### config.mk
export PLATFORM = sky130hd
export DESIGN_NAME = huber_loss_and_gradient_core
export DESIGN_NICKNAME = d
export VERILOG_FILES = /design/src/hlg_pkg.sv /design/src/huber_loss_and_gradient_core.sv /design/src/hlg_ctrl.sv /design/src/hlg_datapath.sv
export SDC_FILE = /design/constraint.sdc
export NUM_CORES = 2
export LEC_CHECK = 0
export BUFFER_PORTS_ARGS = -buffer_cell sky130_fd_sc_hd__buf_2
export CORE_ASPECT_RATIO = 0.5
export CORE_MARGIN = 2
export CORE_UTILIZATION = 65
export CTS_BUF_LIST = sky130_fd_sc_hd__clkbuf_4 sky130_fd_sc_hd__clkbuf_8 sky130_fd_sc_hd__clkbuf_16
export DETAILED_ROUTE_END_ITERATION = 7
export GPL_ROUTABILITY_DRIVEN = 0
export GPL_TIMING_DRIVEN = 1
export PLACE_DENSITY = 0.86
export SYNTH_ARGS = -nofsm -noshare
export SYNTH_HDL_FRONTEND = slang
export SYNTH_SLANG_ARGS = --single-unit
### constraint.sdc
create_clock -name clk -period 23.5 [get_ports clk]
set_input_delay 4.7 -clock clk [delete_from_list [all_inputs] [get_ports clk]]
set_output_delay 4.7 -clock clk [all_outputs]
set_load 0.01 [all_outputs]
### src/hlg_pkg.sv
// shared types and constants for the huber loss and gradient block
`timescale 1ns / 1ps
`default_nettype none

package hlg_pkg;

  // field and register widths
  localparam int DATA_W   = 16;
  localparam int RES_W    = 17;
  localparam int DELTA_W  = 15;
  localparam int INV_W    = 17;
  localparam int GRAD_W   = 32;
  localparam int MEAN_W   = 32;
  localparam int TERM_W   = 33;
  localparam int SUM_W    = 48;
  localparam int CFG_IDX_W  = 2;
  localparam int CFG_DATA_W = 17;

  // register indexes
  localparam logic [CFG_IDX_W-1:0] REG_DELTA     = 2'd0;
  localparam logic [CFG_IDX_W-1:0] REG_INV_COUNT = 2'd1;

  // reset values
  localparam logic [DELTA_W-1:0] DELTA_RST     = 15'd256;
  localparam logic [INV_W-1:0]   INV_COUNT_RST = 17'd65536;

  // controller states
  typedef enum logic [2:0] {
    ST_IDLE,
    ST_DIFF,
    ST_MUL,
    ST_TERM,
    ST_ACC,
    ST_MMUL,
    ST_MEAN,
    ST_OUT
  } state_t;

  // controller to datapath
  typedef struct packed {
    logic load_in;
    logic step_diff;
    logic step_mul;
    logic step_term;
    logic step_acc;
    logic step_mmul;
    logic step_mean;
    logic load_out;
  } cmd_t;

  // datapath to controller
  typedef struct packed {
    logic last;
  } stat_t;

endpackage

`default_nettype wire

### src/huber_loss_and_gradient_core.sv
// Huber loss and gradient: one result per element, mean loss on the last element
//
// Input stream in_*: in_tdata carries prediction and target (signed Q7.8),
// in_tlast marks the final element of a tensor. Output stream out_*: out_tdata
// carries the gradient (signed Q15.16) and the mean loss (unsigned Q16.16),
// out_tuser flags that the mean loss is the finished result.
// Configuration: cfg_we writes cfg_data to register cfg_index (0 delta,
// 1 inv_count); other indexes are ignored. Write only while the block is idle.
// One request at a time runs through a sequencer: after acceptance it passes the
// difference, multiply, term, accumulate and output steps (a last element adds the
// mean multiply and the mean saturation steps). A new request is taken only once
// the previous one has loaded the output register.
// The output register frees the input: the next request can be accepted
// while a result waits; a stalled receiver holds further results at the
// output step until out_tready. Reset (rst_n low, synchronous) clears the
// loss sum, empties the output and restores delta = 1.0, inv_count = 1.0.
`timescale 1ns / 1ps
`default_nettype none

module huber_loss_and_gradient_core
  import hlg_pkg::*;
(
  input  wire                    clk,
  input  wire                    rst_n,
  // configuration
  input  wire                    cfg_we,
  input  wire  [CFG_IDX_W-1:0]   cfg_index,
  input  wire  [CFG_DATA_W-1:0]  cfg_data,
  // input stream
  input  wire                    in_tvalid,
  output logic                   in_tready,
  input  wire  [31:0]            in_tdata,   // prediction [15:0], target_value [31:16]
  input  wire                    in_tlast,   // last_element
  // output stream
  output logic                   out_tvalid,
  input  wire                    out_tready,
  output logic [63:0]            out_tdata,  // grad_value [31:0], mean_loss [63:32]
  output logic                   out_tuser   // loss_valid
);

  cmd_t  cmd;
  stat_t stat;
  logic [GRAD_W-1:0] grad_value;
  logic [MEAN_W-1:0] mean_loss;

  // sequencer
  hlg_ctrl u_ctrl (
    .clk        (clk),
    .rst_n      (rst_n),
    .in_tvalid  (in_tvalid),
    .in_tready  (in_tready),
    .out_tvalid (out_tvalid),
    .out_tready (out_tready),
    .stat       (stat),
    .cmd        (cmd)
  );

  // arithmetic and state
  hlg_datapath u_datapath (
    .clk          (clk),
    .rst_n        (rst_n),
    .cfg_we       (cfg_we),
    .cfg_index    (cfg_index),
    .cfg_data     (cfg_data),
    .prediction   (in_tdata[15:0]),
    .target_value (in_tdata[31:16]),
    .last_element (in_tlast),
    .cmd          (cmd),
    .stat         (stat),
    .grad_value   (grad_value),
    .mean_loss    (mean_loss),
    .loss_valid   (out_tuser)
  );

  assign out_tdata = {mean_loss, grad_value};

endmodule

`default_nettype wire

### src/hlg_ctrl.sv
// controller sequencing one request through the datapath steps
`timescale 1ns / 1ps
`default_nettype none

module hlg_ctrl
  import hlg_pkg::*;
(
  input  wire   clk,
  input  wire   rst_n,
  input  wire   in_tvalid,
  output logic  in_tready,
  output logic  out_tvalid,
  input  wire   out_tready,
  input  stat_t stat,
  output cmd_t  cmd
);

  state_t state_r, state_nxt;
  logic   out_valid_r, out_valid_nxt;

  // state and output valid registers
  always_ff @(posedge clk) begin
    if (!rst_n) begin
      state_r     <= ST_IDLE;
      out_valid_r <= 1'b0;
    end else begin
      state_r     <= state_nxt;
      out_valid_r <= out_valid_nxt;
    end
  end

  // next state and commands
  always_comb begin
    state_nxt     = state_r;
    out_valid_nxt = out_valid_r;
    cmd           = '0;
    in_tready     = 1'b0;
    if (out_valid_r && out_tready) begin
      out_valid_nxt = 1'b0;
    end
    case (state_r)
      ST_IDLE: begin
        // no request is taken while reset is held
        in_tready = rst_n;
        if (in_tvalid && rst_n) begin
          cmd.load_in = 1'b1;
          state_nxt   = ST_DIFF;
        end
      end
      ST_DIFF: begin
        cmd.step_diff = 1'b1;
        state_nxt     = ST_MUL;
      end
      ST_MUL: begin
        cmd.step_mul = 1'b1;
        state_nxt    = ST_TERM;
      end
      ST_TERM: begin
        cmd.step_term = 1'b1;
        state_nxt     = ST_ACC;
      end
      ST_ACC: begin
        cmd.step_acc = 1'b1;
        state_nxt    = stat.last ? ST_MMUL : ST_OUT;
      end
      ST_MMUL: begin
        cmd.step_mmul = 1'b1;
        state_nxt     = ST_MEAN;
      end
      ST_MEAN: begin
        cmd.step_mean = 1'b1;
        state_nxt     = ST_OUT;
      end
      ST_OUT: begin
        // load the output register once it is free or being drained
        if (!out_valid_r || out_tready) begin
          cmd.load_out  = 1'b1;
          out_valid_nxt = 1'b1;
          state_nxt     = ST_IDLE;
        end
      end
      default: begin
        state_nxt = ST_IDLE;
      end
    endcase
  end

  assign out_tvalid = out_valid_r;

endmodule

`default_nettype wire

### src/hlg_datapath.sv
// datapath: residual, products, loss sum, mean and output register
`timescale 1ns / 1ps
`default_nettype none

module hlg_datapath
  import hlg_pkg::*;
(
  input  wire                    clk,
  input  wire                    rst_n,
  input  wire                    cfg_we,
  input  wire  [CFG_IDX_W-1:0]   cfg_index,
  input  wire  [CFG_DATA_W-1:0]  cfg_data,
  input  wire  [DATA_W-1:0]      prediction,
  input  wire  [DATA_W-1:0]      target_value,
  input  wire                    last_element,
  input  cmd_t                   cmd,
  output stat_t                  stat,
  output logic [GRAD_W-1:0]      grad_value,
  output logic [MEAN_W-1:0]      mean_loss,
  output logic                   loss_valid
);

  // configuration registers
  logic [DELTA_W-1:0] delta_r;
  logic [INV_W-1:0]   inv_r;

  always_ff @(posedge clk) begin
    if (!rst_n) begin
      delta_r <= DELTA_RST;
      inv_r   <= INV_COUNT_RST;
    end else if (cfg_we) begin
      case (cfg_index)
        REG_DELTA:     delta_r <= cfg_data[DELTA_W-1:0];
        REG_INV_COUNT: inv_r   <= cfg_data[INV_W-1:0];
        default: ;
      endcase
    end
  end

  // input capture
  logic [DATA_W-1:0] pred_r, targ_r;
  logic              last_r;

  always_ff @(posedge clk) begin
    if (cmd.load_in) begin
      pred_r <= prediction;
      targ_r <= target_value;
      last_r <= last_element;
    end
  end

  assign stat.last = last_r;

  // residual, magnitude and branch select
  logic signed [RES_W-1:0] res_nxt, res_r;
  logic [RES_W-1:0]        ares_nxt, ares_r;
  logic                    quad_nxt, quad_r;

  always_comb begin
    res_nxt  = $signed({pred_r[DATA_W-1], pred_r}) - $signed({targ_r[DATA_W-1], targ_r});
    ares_nxt = res_nxt[RES_W-1] ? (~res_nxt + 1'b1) : res_nxt;
    quad_nxt = (ares_nxt <= {2'b00, delta_r});
  end

  always_ff @(posedge clk) begin
    if (cmd.step_diff) begin
      res_r  <= res_nxt;
      ares_r <= ares_nxt;
      quad_r <= quad_nxt;
    end
  end

  // products: term factor, delta squared, gradient
  logic [2*RES_W-1:0]          m1_r;
  logic [2*DELTA_W-1:0]        m2_r;
  logic signed [RES_W+1:0]     gop;
  logic signed [2*RES_W+1:0]   gp_r;
  logic [RES_W-1:0]            m1_op;

  always_comb begin
    m1_op = quad_r ? ares_r : {2'b00, delta_r};
    if (quad_r) begin
      gop = {{2{res_r[RES_W-1]}}, res_r};
    end else if (res_r[RES_W-1]) begin
      gop = -$signed({4'b0000, delta_r});
    end else begin
      gop = $signed({4'b0000, delta_r});
    end
  end

  always_ff @(posedge clk) begin
    if (cmd.step_mul) begin
      m1_r <= m1_op * ares_r;
      m2_r <= delta_r * delta_r;
      gp_r <= gop * $signed({1'b0, inv_r});
    end
  end

  // term and floored gradient
  logic [TERM_W-1:0] term_r;
  logic [GRAD_W-1:0] grad_r;
  logic [2*RES_W:0]  lin;

  assign lin = {m1_r, 1'b0} - {5'b0, m2_r};

  always_ff @(posedge clk) begin
    if (cmd.step_term) begin
      term_r <= quad_r ? {1'b0, m1_r[TERM_W-2:0]} : lin[TERM_W-1:0];
      grad_r <= {{(GRAD_W-(2*RES_W+2-8)){gp_r[2*RES_W+1]}}, gp_r[2*RES_W+1:8]};
    end
  end

  // running sum, saturating, cleared once the mean product is taken
  logic [SUM_W-1:0] sum_r;
  logic [SUM_W:0]   sum_add;

  assign sum_add = {1'b0, sum_r} + {{(SUM_W+1-TERM_W){1'b0}}, term_r};

  always_ff @(posedge clk) begin
    if (!rst_n) begin
      sum_r <= '0;
    end else if (cmd.step_acc) begin
      sum_r <= sum_add[SUM_W] ? {SUM_W{1'b1}} : sum_add[SUM_W-1:0];
    end else if (cmd.step_mmul) begin
      sum_r <= '0;
    end
  end

  // mean: split product of sum and reciprocal
  logic [SUM_W-16+INV_W-1:0] mq_r;
  logic [16+INV_W-1:0]       ml_r;
  logic [SUM_W-16+INV_W-1:0] msum;
  logic [MEAN_W-1:0]         mean_r;

  always_ff @(posedge clk) begin
    if (cmd.step_mmul) begin
      mq_r <= sum_r[SUM_W-1:16] * inv_r;
      ml_r <= sum_r[15:0] * inv_r;
    end
  end

  assign msum = mq_r + {{(SUM_W-16+INV_W-INV_W){1'b0}}, ml_r[16+INV_W-1:16]};

  always_ff @(posedge clk) begin
    if (cmd.step_mean) begin
      mean_r <= (|msum[SUM_W-16+INV_W-1:MEAN_W+1]) ? {MEAN_W{1'b1}} : msum[MEAN_W:1];
    end
  end

  // output register
  always_ff @(posedge clk) begin
    if (cmd.load_out) begin
      grad_value <= grad_r;
      mean_loss  <= last_r ? mean_r : '0;
      loss_valid <= last_r;
    end
  end

endmodule

`default_nettype wire

==> out/results.ini <==
[status]
status = finished clean

[detailed_routing]
drc = 0
vias_per_cell = 5.86
first_iter_violations = 5290
vias = 54600
first_pass_iters = 8
ant_nets = 0
routed_wl_mm = 182
avgRoutedWirePerCell_um = 19.6

[logic_synthesis]
synth_area_um2 = 73700
ys_seq_area_share_pct = 17.6
yosys_warnings = 0
synth.avg_cell_area_um2 = 9.39
synth_top_flop_cell = edfxtp_1
synthArstFlopShare_pct = 0
syn_nets = 9854
synth.ff_latch_count = 460
synth.distinct_cells = 95
synthCells = 7846
synth-edff-count = 376

[die]
dieArea_um2 = 116000
fp.dieH_um = 242
rows = 87
dieWidth_um = 480
start_util_pct = 65.5
core_um2 = 113000
boundaryPins = 124

[placed_design]
numPortBuffers = 123
dp_slack_ns = 12.72
dpl.hpwl_mm = 139

[min_path]
hp-class = reg -> reg

[sta]
hold_viol_final = 0
timing.final.ws_setup_ns = 12.59
max_freq_mhz = 91.7
min_period_ns = 10.91
worst_pin_slew_ns = 1.19
maxSlewViolCount = 0
min_period_over_period_pct = 46.4
grt_setup_unrepaired = no
maxSlewHeadroom_pct = 20.4
fin_setup_tns_ns = 0
fin_skew_ns = 0.0402
setup_viol = 0

[grt]
antenna_found_initial = 2
grt_util_all_layers_pct = 32.2
grt_max_degree = 90
overflow = 0
grt_pass1_vias = 57800
grt_pass1_wl_mm = 296

[clock_network]
cts_tree = yes
cts-htree-levels = 2
cts_max_path_buffers = 3
cts_buffers = 47
cts_root_buf = clkbuf_16
clk_pin_slew_worst_paths_ns = 0.06
cts_hold_buf = 0
cts_resized = 0
post_cts_buffers = 0
cts.sinks = 460
clk-insertion-delay-late_ns = 0.64

[power_and_ir_drop]
ir_worst_vdd_mv = 0.183
power_density_nw_per_um2 = 64.5
leakagePower_uw = 0.0366

[final_layout]
final_nets = 9766
drive_above_1_share_pct = 5.07
layout_commonest_cell = inv_1
final_cell_mix = inv_1, fa_1, nand2_1
area_growth_pct = 4.83

[setup_path]
path_class = in -> out
critPathRequiredTime_ns = 18.80
endpoint_kind = output pin
cp.arrival_ns = 6.21
path_max_fanout = 40
worst_setup_path_start_kind = input pin

[run]
drv_cap = 0

==> final timing paths <==
kind                                from                   end  slack, ns  depth (start not counted)
hold / removal        u_datapath.gp_r[8]  u_datapath.grad_r[0]       0.41                          0
setup reg to reg  u_datapath.delta_r[10]   u_datapath.gp_r[35]      14.70                         29
setup / recovery                   rst_n             in_tready      12.59                          4
hold reg to reg       u_datapath.gp_r[8]  u_datapath.grad_r[0]       0.41                          0
==> flip-flops by register name, indices dropped and copies added, names as in the netlist, 3 cells and up <==
register,count
u_ctrl.state_r,3
u_datapath.mq_r,49
u_datapath.delta_r,15
u_datapath.gp_r,28
u_datapath.pred_r,16
u_datapath.inv_r,17
u_datapath.grad_r,28
u_datapath.grad_value,28
u_datapath.m2_r,29
u_datapath.mean_loss,32
u_datapath.term_r,33
u_datapath.targ_r,16
u_datapath.ares_r,17
u_datapath.mean_r,32
u_datapath.sum_r,48
u_datapath.ml_r,17
u_datapath.m1_r,32
u_datapath.res_r,16
==> synthesized netlist by cell type (5+ instances only) <==
library cell  count  area share [%]
and2_1          577             4.9
dfxtp_1          84             2.3
a21oi_1         193             1.3
nor4_1            8           0.068
a31oi_1          19            0.16
clkbuf_1        336             1.7
nor2b_1          42            0.36
mux2_2            9            0.14
o211ai_1         12            0.12
o31ai_1          11            0.11
fa_1           1338              36
nand2b_1         33            0.28
nand3_1          61            0.41
mux2i_1           8            0.11
o21bai_1         25            0.25
or2_2             9           0.076
nand2_1        1203             6.1
a21o_1          105             1.1
a31o_2            6           0.071
xor2_1           81            0.96
nor3_1           42            0.29
o21a_1           46            0.47
ha_1            613              10
xnor2_1         193             2.3
and4_1            6           0.071
a221oi_1          7           0.083
a211oi_1         22            0.22
buf_1             9           0.046
and3_1           51            0.43
o21ai_0         201             1.4
or3_1            13            0.11
a21oi_2           5           0.059
nor3b_1          10            0.10
o21ba_2           6           0.082
a41oi_1           6           0.071
o31a_1            5           0.059
edfxtp_1        376              15
nor2_1          221             1.1
a21boi_0         31            0.32
inv_1          1669             8.5
o21ai_1          20            0.14
nand4_1          30            0.25
==> metrics by stage <==
stage	hold slack (ns)	total power, uW	std cells	cell area [um2]	utilization (%)
final	0.408	4990	9312	77300	68.6
after global routing	0.410	5340	9311	77300	68.6
after CTS	0.412	4910	9309	77200	68.6
after detailed placement	0.405	4090	9222	75600	67.2
after global placement	0.401	3980	9222	75600	67.2
after floorplan	0.400	3210	7846	73700	-
==> worst max-delay path, cell delays in order <==
cell and delay [ns]:
buf_2 0.46, nand2b_1 0.18, nor3_1 0.60, buf_2 0.26
==> layer usage <==
layer  part of all wire, %  track usage, %  vias to the layer above
met2                    47            52.2                     3091
met4                   5.3            14.8                        0
li1                      -               -                    23800
met5                     0               0                        -
met3                    12            7.47                      772
met1                    36            41.2                    26900
==> report_power, final <==
group	switching (uW)	total [uW]	internal, uW	leakage [uW]
clock	356	802	446	0.000805
sequential	69.6	1150	1080	0.00401
combinational	1880	3040	1160	0.0317
total	2310	4990	2680	0.0366
==> logic make-up after synthesis <==
family | after synthesis | synth area share (%)
simple gates | 2331 | 14.9
fa+ha+maj | 1951 | 46.8
buf+inv | 2027 | 10.4
xor+xnor | 274 | 3.26
compound gates | 786 | 6.86
mux | 17 | 0.246
flops | 460 | 17.6
==> cell type report <==
type / instances / area [um2]
tap: 1513 / 1890
sequential: 460 / 13000
clock buffer: 54 / 1250
fill: 8028 / 35300
multi-input combinational: 5359 / 53100
timing repair buffer: 220 / 1340
antenna: 3 / 7.51
clock inverter: 33 / 368
inverter: 1670 / 6270
Power figures use the tool's default switching activity.
